### src/hdl/pfa_pkg.sv
// pfa_pkg: shared constants, command codes and structs of the page frame allocator
// no dependencies
`timescale 1ns / 1ps

package pfa_pkg;

	localparam int FRAMES = 32;
	localparam int IDX_W  = $clog2(FRAMES);
	localparam int CNT_W  = $clog2(FRAMES + 1);
	localparam int PID_W  = 5;
	localparam int SEG_W  = 2;
	localparam int PAGE_W = 8;
	localparam int BASE_W = 8;
	localparam int MARK_W = 6;
	localparam int FRAME_W = 9;

	localparam logic [0:0] CMD_ALLOC   = 1'b0;
	localparam logic [0:0] CMD_RELEASE = 1'b1;

	localparam logic [SEG_W-1:0] SHARED_SEG = 2'd2;

	localparam logic [0:0] REG_FRAME_BASE = 1'b0;
	localparam logic [0:0] REG_LOW_MARK   = 1'b1;

	typedef logic [FRAMES-1:0] frame_vec_t;

	// table update for one transaction
	typedef struct packed {
		logic              claim;
		logic [IDX_W-1:0]  claim_idx;
		logic [PID_W-1:0]  pid;
		logic [SEG_W-1:0]  seg;
		logic [PAGE_W-1:0] page;
		logic              release_en;
		frame_vec_t        rel_vec;
	} table_upd_t;

	// match vectors from the table
	typedef struct packed {
		frame_vec_t free_vec;
		frame_vec_t share_vec;
		frame_vec_t rel_vec;
	} table_match_t;

	// priority picks and counts
	typedef struct packed {
		logic             free_any;
		logic [IDX_W-1:0] free_idx;
		logic             share_any;
		logic [IDX_W-1:0] share_idx;
		logic [CNT_W-1:0] rel_cnt;
	} pick_t;

endpackage

### src/hdl/page_frame_allocator_shared.sv
// page_frame_allocator_shared: an accepted start passes the input register (valid_s1), then done is registered from it;
// one transaction accepted every cycle, busy stays low.
// the table lookup, pick and update fit between the input and result registers.
// reset clears all used bits, free count to 32, frame_base to 0, low_mark to 2;
// no clearing pass, the block takes work in the first cycle after reset.
// depends on pfa_pkg, pfa_table, pfa_pick
`timescale 1ns / 1ps

module page_frame_allocator_shared import pfa_pkg::*; (
	input  logic               clk,
	input  logic               arst_n,
	input  logic               start,
	output logic               busy,
	input  logic               command,
	input  logic [PID_W-1:0]   process_id,
	input  logic [SEG_W-1:0]   segment,
	input  logic [PAGE_W-1:0]  page,
	output logic               done,
	output logic [FRAME_W-1:0] frame,
	output logic               granted,
	output logic               shared_hit,
	output logic               wake_evictor,
	output logic [CNT_W-1:0]   freed,
	input  logic               wr_en,
	input  logic [0:0]         wr_index,
	input  logic [BASE_W-1:0]  wr_data
);

	logic [BASE_W-1:0] frame_base_q;
	logic [MARK_W-1:0] low_mark_q;
	logic [CNT_W-1:0]  free_count_q;

	logic              valid_s1;
	logic              cmd_s1;
	logic [PID_W-1:0]  pid_s1;
	logic [SEG_W-1:0]  seg_s1;
	logic [PAGE_W-1:0] page_s1;

	table_upd_t   upd;
	table_match_t match;
	pick_t        pick;

	logic             is_alloc;
	logic             hit;
	logic             claim;
	logic             is_rel;
	logic [CNT_W-1:0] free_next;
	logic [IDX_W-1:0] grant_idx;

	assign busy = 1'b0;

	always_ff @(posedge clk or negedge arst_n) begin
		if (!arst_n) begin
			frame_base_q <= '0;
			low_mark_q   <= MARK_W'(2);
		end else if (wr_en) begin
			unique case (wr_index)
				REG_FRAME_BASE: frame_base_q <= wr_data;
				REG_LOW_MARK:   low_mark_q   <= wr_data[MARK_W-1:0];
				default: ;
			endcase
		end
	end

	// input register
	always_ff @(posedge clk or negedge arst_n) begin
		if (!arst_n) begin
			valid_s1 <= 1'b0;
		end else begin
			valid_s1 <= start && !busy;
		end
	end

	always_ff @(posedge clk) begin
		if (start && !busy) begin
			cmd_s1  <= command;
			pid_s1  <= process_id;
			seg_s1  <= segment;
			page_s1 <= page;
		end
	end

	pfa_table u_table (
		.clk         (clk),
		.arst_n      (arst_n),
		.lookup_pid  (pid_s1),
		.lookup_page (page_s1),
		.upd         (upd),
		.match       (match)
	);

	pfa_pick u_pick (
		.match (match),
		.pick  (pick)
	);

	always_comb begin
		is_alloc  = valid_s1 && (cmd_s1 == CMD_ALLOC);
		is_rel    = valid_s1 && (cmd_s1 == CMD_RELEASE);
		hit       = is_alloc && (seg_s1 == SHARED_SEG) && pick.share_any;
		claim     = is_alloc && !hit && pick.free_any;
		grant_idx = hit ? pick.share_idx : pick.free_idx;
		free_next = CNT_W'({1'b0, free_count_q}
			+ (is_rel ? {1'b0, pick.rel_cnt} : '0)
			- {{CNT_W{1'b0}}, claim});

		upd.claim      = claim;
		upd.claim_idx  = pick.free_idx;
		upd.pid        = pid_s1;
		upd.seg        = seg_s1;
		upd.page       = page_s1;
		upd.release_en = is_rel;
		upd.rel_vec    = match.rel_vec;
	end

	always_ff @(posedge clk or negedge arst_n) begin
		if (!arst_n) begin
			free_count_q <= CNT_W'(FRAMES);
			done         <= 1'b0;
		end else begin
			done <= valid_s1;
			if (valid_s1) begin
				free_count_q <= free_next;
			end
		end
	end

	// result register
	always_ff @(posedge clk) begin
		if (valid_s1) begin
			granted      <= hit || claim;
			shared_hit   <= hit;
			frame        <= (hit || claim)
				? FRAME_W'({1'b0, frame_base_q} + {{(FRAME_W - IDX_W){1'b0}}, grant_idx})
				: '0;
			wake_evictor <= free_next <= low_mark_q;
			freed        <= is_rel ? pick.rel_cnt : '0;
		end
	end

endmodule

### src/hdl/pfa_table.sv
// pfa_table: frame table flops (used bits, owner, segment, page) and associative match
// depends on pfa_pkg
`timescale 1ns / 1ps

module pfa_table import pfa_pkg::*; (
	input  logic              clk,
	input  logic              arst_n,
	input  logic [PID_W-1:0]  lookup_pid,
	input  logic [PAGE_W-1:0] lookup_page,
	input  table_upd_t        upd,
	output table_match_t      match
);

	frame_vec_t        used_q;
	logic [PID_W-1:0]  owner_q [FRAMES];
	logic [SEG_W-1:0]  seg_q   [FRAMES];
	logic [PAGE_W-1:0] page_q  [FRAMES];

	always_ff @(posedge clk or negedge arst_n) begin
		if (!arst_n) begin
			used_q <= '0;
		end else begin
			used_q <= (used_q & ~(upd.release_en ? upd.rel_vec : '0))
				| (upd.claim ? (frame_vec_t'(1) << upd.claim_idx) : '0);
		end
	end

	always_ff @(posedge clk) begin
		if (upd.claim) begin
			owner_q[upd.claim_idx] <= upd.pid;
			seg_q[upd.claim_idx]   <= upd.seg;
			page_q[upd.claim_idx]  <= upd.page;
		end
	end

	always_comb begin
		for (int i = 0; i < FRAMES; i++) begin
			match.free_vec[i]  = !used_q[i];
			match.share_vec[i] = used_q[i] && (page_q[i] == lookup_page)
				&& (seg_q[i] == SHARED_SEG);
			match.rel_vec[i]   = used_q[i] && (owner_q[i] == lookup_pid)
				&& (seg_q[i] != SHARED_SEG);
		end
	end

endmodule

### src/hdl/pfa_pick.sv
// pfa_pick: lowest-index pick of free and shared entries, count of released entries
// depends on pfa_pkg
`timescale 1ns / 1ps

module pfa_pick import pfa_pkg::*; (
	input  table_match_t match,
	output pick_t        pick
);

	function automatic logic [IDX_W-1:0] lowest(input frame_vec_t v);
		logic [IDX_W-1:0] idx;
		idx = '0;
		for (int i = FRAMES - 1; i >= 0; i--) begin
			if (v[i]) begin
				idx = IDX_W'(i);
			end
		end
		return idx;
	endfunction

	always_comb begin
		pick.free_any  = |match.free_vec;
		pick.free_idx  = lowest(match.free_vec);
		pick.share_any = |match.share_vec;
		pick.share_idx = lowest(match.share_vec);
		pick.rel_cnt   = CNT_W'($countones(match.rel_vec));
	end

endmodule

### config.mk
export PLATFORM = sky130hd
export DESIGN_NAME = page_frame_allocator_shared
export DESIGN_NICKNAME = d
export VERILOG_FILES = /design/src/hdl/pfa_pkg.sv /design/src/hdl/page_frame_allocator_shared.sv /design/src/hdl/pfa_table.sv /design/src/hdl/pfa_pick.sv
export SDC_FILE = /design/constraint.sdc
export NUM_CORES = 1
export LEC_CHECK = 0
export BUFFER_PORTS_ARGS = -buffer_cell sky130_fd_sc_hd__buf_2
export CORE_UTILIZATION = 35
export CTS_BUF_LIST = sky130_fd_sc_hd__clkbuf_8
export DETAILED_ROUTE_END_ITERATION = 10
export PLACE_DENSITY = 0.47
export SETUP_SLACK_MARGIN = 0.5
export SYNTH_ARGS = -nofsm -noshare
export SYNTH_HDL_FRONTEND = slang
export SYNTH_HIERARCHICAL = 1
export SYNTH_SLANG_ARGS = --single-unit
### constraint.sdc
create_clock -name clk -period 9.5 [get_ports clk]
set_input_delay 0.95 -clock clk [delete_from_list [all_inputs] [get_ports clk]]
set_output_delay 0.95 -clock clk [all_outputs]
set_load 0.01 [all_outputs]
After elaboration in Yosys (flattened, before gate mapping). Memories as Yosys holds them, arrays and structs flattened. Index checks and enable logic that the tools add are counted.

Register bits after elaboration: 88. Latch bits: 0. Bits in writable memories: 480. Memory bits (read-only): 0. Input bits: 29. Output and inout bits: 20. Word-level logic and storage cells: 430. Memories kept: 3.

Memory list: u_table.page_q (depth 32, bits a word 8, rd ports 32, clocked after memory_dff 0, write ports 1, line pfa_table.sv:17) `logic [PAGE_W-1:0] page_q [FRAMES];`; u_table.owner_q (depth 32, bits a word 5, rd ports 32, clocked after memory_dff 0, write ports 1, line pfa_table.sv:15) `logic [PID_W-1:0] owner_q [FRAMES];`; u_table.seg_q (depth 32, bits a word 2, rd ports 32, clocked after memory_dff 0, write ports 1, line pfa_table.sv:16) `logic [SEG_W-1:0] seg_q [FRAMES];`.

Add/subtract/negate cells: 34. Multipliers: 0. Divide/modulo/power cells: 0. Magnitude comparators: 1. Equality and inequality tests: 129. Shifts and indexed selects: 1. Multiplexer cells: 70. Bitwise gates (word level): 5. Reduce and logical (&&, ||, !) cells: 172.

Operators by type and width (count): $mux 5 (65); $eq 8x8->1 (32); $eq 5x5->1 (32); $logic_and 1x1->1 (134); $add 6x6->6 (16); $eq 2x2->1 const B (33); $mux 32 (2); $ne 2x2->1 const B (32); $reduce_or 32->1 (2); $logic_not 1->1 (33); $add 1x1->2 (16); $and 32x32->32 (1); $not 32->32 (1); $or 32x32->32 (1); $shl 1x5->32 const A (1); $add 8x5->9 (1); $le 6x6->1 (1); $mux 6 (1); $sub 6x1->6 (1); $reduce_and 2->1 (2); $mux 1 (2); $not 1->1 (2); $logic_or 1x1->1 (1).

Depth between registers and ports, before layout. An unclocked memory read counts as a cell.

Depth after elaboration: 38. Mapped depth: 34. Depth with buffers taken out: 32.

By module. The synthesis kept the hierarchy.

By module, submodules not included: pfa_table (times used 1, cells an instance 1349, area each 21476.8 sq um, seq. area each 15214.6 sq um); page_frame_allocator_shared (times used 1, cells an instance 209, area each 2783.9 sq um, seq. area each 1574.0 sq um); pfa_pick (times used 1, cells an instance 214, area each 1652.8 sq um, seq. area each 0.0 sq um).

Worst setup path after synthesis. No wires, ideal clock.

Path kind: reg-to-reg. Start: register pid_s1[4]. End: register wake_evictor (data pin). Arrival time: 7.804 ns. Setup slack: 1.520 ns. Cell stages (with the launch flop): 32. Path buffers: 2. Period minus slack after synthesis: 7.980 ns. Path through: edfxtp_1 > buf_6 > buf_6 > xnor2_1 > nand4_1 > a2111oi_2 > fa_1 > ha_1 > fa_1 > inv_1 > fa_1 > fa_1 > fa_1 > fa_1 > inv_1 > ha_1 > inv_1 > fa_1 > inv_1 > and3_1 > inv_1 > ha_1 > inv_1 > ha_1 > a21o_1 > a21oi_1 > xnor2_1 > ha_1 > a21o_1 > a21oi_1 > nor2b_1 > o32ai_1.

RTL lines: start: declaration (line page_frame_allocator_shared.sv:35) `logic [PID_W-1:0] pid_s1;`; start signal: assignment (line page_frame_allocator_shared.sv:77) `pid_s1 <= process_id;`; end signal: assignment (line page_frame_allocator_shared.sv:136) `wake_evictor <= free_next <= low_mark_q;`; end: declaration (line page_frame_allocator_shared.sv:22) `output logic wake_evictor,`.

==> metrics <==
status finished, final reports clean; CTS tree built; Syn Area/Cell 14.6 µm²; CTS Root Cell clkbuf_8; clk slew on worst S/H paths ~0.060 ns; EDFF count, synth ~510; post-layout min period 8.45 ns; crit start category flop; FFs w/ async S/R, synth 9.51%; most used cell, CP fa_1; vias in the first global route 14900; RSZ-0062 raised after global routing false; total track usage ~17%; final WL 63.0 mm; Antenna Violating Nets Remaining 0; Worst Setup Path Type reg -> reg; Hold Worst Slack about 0.43 ns; H-tree Lvls 3; Via Count roughly 14000; Tot Pwr approximately 6100 µW; die height 274 µm; total congestion overflow 0; Synth Flop Type edfxtp_1; max_slew headroom 19.0%; Die W about 270 µm; initial antenna violation count 1; final hold viol count 0; CP Max Fanout 37; Lkg Pwr ~0.01 µW; Iter 0 DRT Violations 890; Worst Path Required ~10 ns; max incr delay on CP 0.87 ns; cell count after synthesis roughly 1800; fin nets between 2000 and 2500; fin cells between 2000 and 3000; worst slew pin tran approximately 1.2 ns; period utilisation layout between 80 and 90%; Final setup viols 0; Final TNS setup 0 ns; drt first pass iters 5; WL/cell about 21 µm; Final Skew 0.0389 ns; Post-DP HPWL 41.0 mm; Ports 49; Crit. End Element flop; first-pass GRT wire length 95.4 mm; HP Class in -> reg; Syn Nets around 1900; Setup crit start pid_s1[2]; commonest cells after routing, fill and taps aside 514 x edfxtp_1, 393 x xnor2_1, 186 x inv_1, 110 x clkbuf_8, 99 x nand4_1; final core occ 40.3%; routability cong. 0.811; post-synth cell types 60; fillers 6850; Residual DRC 0; Layout area overhead 13.6%; Post-CTS Setup Inserts 0; Pins Over Slew Limit 0; CP Data Arrival Time about 9.0 ns; Worst R2R Start pid_s1[2]; Slowest cell on crit path edfxtp_1; Vias/cell 4.83; cell row count approximately 100; sequential-to-total area share from yosys stat 64.8%; Hold Crit Start page[5]; most common cell after layout, fill and taps aside edfxtp_1; number of buffers created by CTS 100; cell count after placement about 2800; core footprint 0.0731 mm²; Initial Util 35.5%; largest net degree at the start of global routing 65; Clock Tree Buf Depth 3; Port Buffers 47; Max IR drop VDD 115 µV; PostCTS Resize Cnt 0; max_cap viols 0; layout cells sized above 1 ~15%; Seq cells post-synth roughly 570; Warnings, synthesis 6; Die ar. 0.0751 mm²; Cell Area, Synth about 0.026 mm²; Pwr per Cell Area a little over 200 mW/mm²; CTS sink count approximately 570; Max Freq 118 MHz; # hold bufs at CTS 0; worst-skew pair later-pin latency approximately 0.69 ns
## state kept, by name, summed over array words and instances, names as in the netlist, 2 cells and up
signal	flops
u_table/page_q	256
u_table/owner_q	160
u_table/seg_q	64
u_table/used_q	32
frame	9
frame_base_q	8
page_s1	8
free_count_q	6
freed	6
low_mark_q	6
pid_s1	5
seg_s1	2
## synthesized netlist by cell type (3+ instances only)
master / count / share of area, %
edfxtp_1: 514 / 60
xnor2_1: 393 / 13
inv_1: 134 / 1.9
nand4_1: 99 / 2.4
nor2_1: 57 / 0.83
dfrtp_1: 52 / 5.0
nor3_1: 50 / 0.97
nand2_1: 43 / 0.62
a21o_1: 42 / 1.2
ha_1: 42 / 2.0
nand3_1: 38 / 0.73
buf_2: 35 / 0.68
xor2_1: 35 / 1.2
a2111oi_2: 31 / 1.8
a21oi_1: 26 / 0.50
fa_1: 26 / 2.0
buf_6: 18 / 0.78
mux2_2: 16 / 0.70
nor4_1: 15 / 0.36
o21ai_0: 11 / 0.21
or4_1: 7 / 0.20
mux2_4: 6 / 0.35
nand3b_1: 6 / 0.17
nor2b_1: 6 / 0.14
and2_1: 5 / 0.12
and3_1: 5 / 0.12
o31ai_1: 5 / 0.14
a2111oi_0: 4 / 0.14
clkbuf_1: 4 / 0.058
a211oi_1: 3 / 0.087
nor3b_1: 3 / 0.087
## cells by family after synthesis
group	Yosys count	synth area share (%)
AOI/OAI and AO/OA	139	4.63
xor gates and xnor gates	429	14.5
adders and majority gates	68	4.04
buffers and inverters	195	3.68
DFF	568	64.8
muxes	24	1.12
other	1	0.0145
and+or+nand+nor	348	7.21
## critical path, delay by kind of cell, from the launching register on
kind	cells	cell delay (ns)
buffers and inverters	6	0.61
AND/OR/NAND/NOR	5	0.81
XOR/XNOR	3	0.43
adder cells (fa/ha/maj)	11	4.39
flip-flops	1	0.87
AO/OA/AOI/OAI	4	1.12
## report_power, final
group          internal (µW)  switching (µW)
clock                   1140             988
combinational            407             603
sequential              2890            63.3
## final timing paths
| path | to | slack (ns) | cells after the start |
|---|---|---|---|
| min in group asynchronous | u_table/used_q[4] | 0.44 | 1 |
| min reg2reg | u_table/used_q[31] | 0.50 | 1 |
| max in group asynchronous | u_table/used_q[18] | 8.41 | 1 |
| max reg2reg | wake_evictor | 1.05 | 29 |
| max | wake_evictor | 1.05 | 29 |
| min | page_s1[5] | 0.43 | 1 |
## routing by layer
| layer | up-vias | routed length [µm] | part of all wire (%) | track usage (%) |
|---|---|---|---|---|
| li1 | 6733 | - | - | - |
| met2 | 303 | 29300 | 47 | 27.2 |
| met1 | 7258 | 29600 | 47 | 24.0 |
| met4 | 0 | 1540 | 2.5 | 6.02 |
| met3 | 99 | 2490 | 4.0 | 2.46 |
| met5 | - | 0 | 0 | 0 |
## layout make-up
| class | instances | area, µm² | area share [%] |
|---|---|---|---|
| repair buffers | 123 | 871 | 2.96 |
| diodes | 1 | 2.50 | 0.00850 |
| clock inverters | 74 | 373 | 1.27 |
| clock buffers | 110 | 1510 | 5.14 |
| multi-input cells | 1009 | 8180 | 27.8 |
| well taps | 959 | 1200 | 4.08 |
| flip-flops and latches | 568 | 16800 | 57.0 |
| inverters | 134 | 503 | 1.71 |
## metrics by stage
stage	worst slack (ns)	instance area [µm²]
after floorplan	1.52	25900
after global placement	1.09	27500
after detailed placement	1.02	27500
after CTS	0.964	29400
after global routing	0.562	29400
final	1.05	29400
No activity file was read; power rests on OpenSTA's default activity.
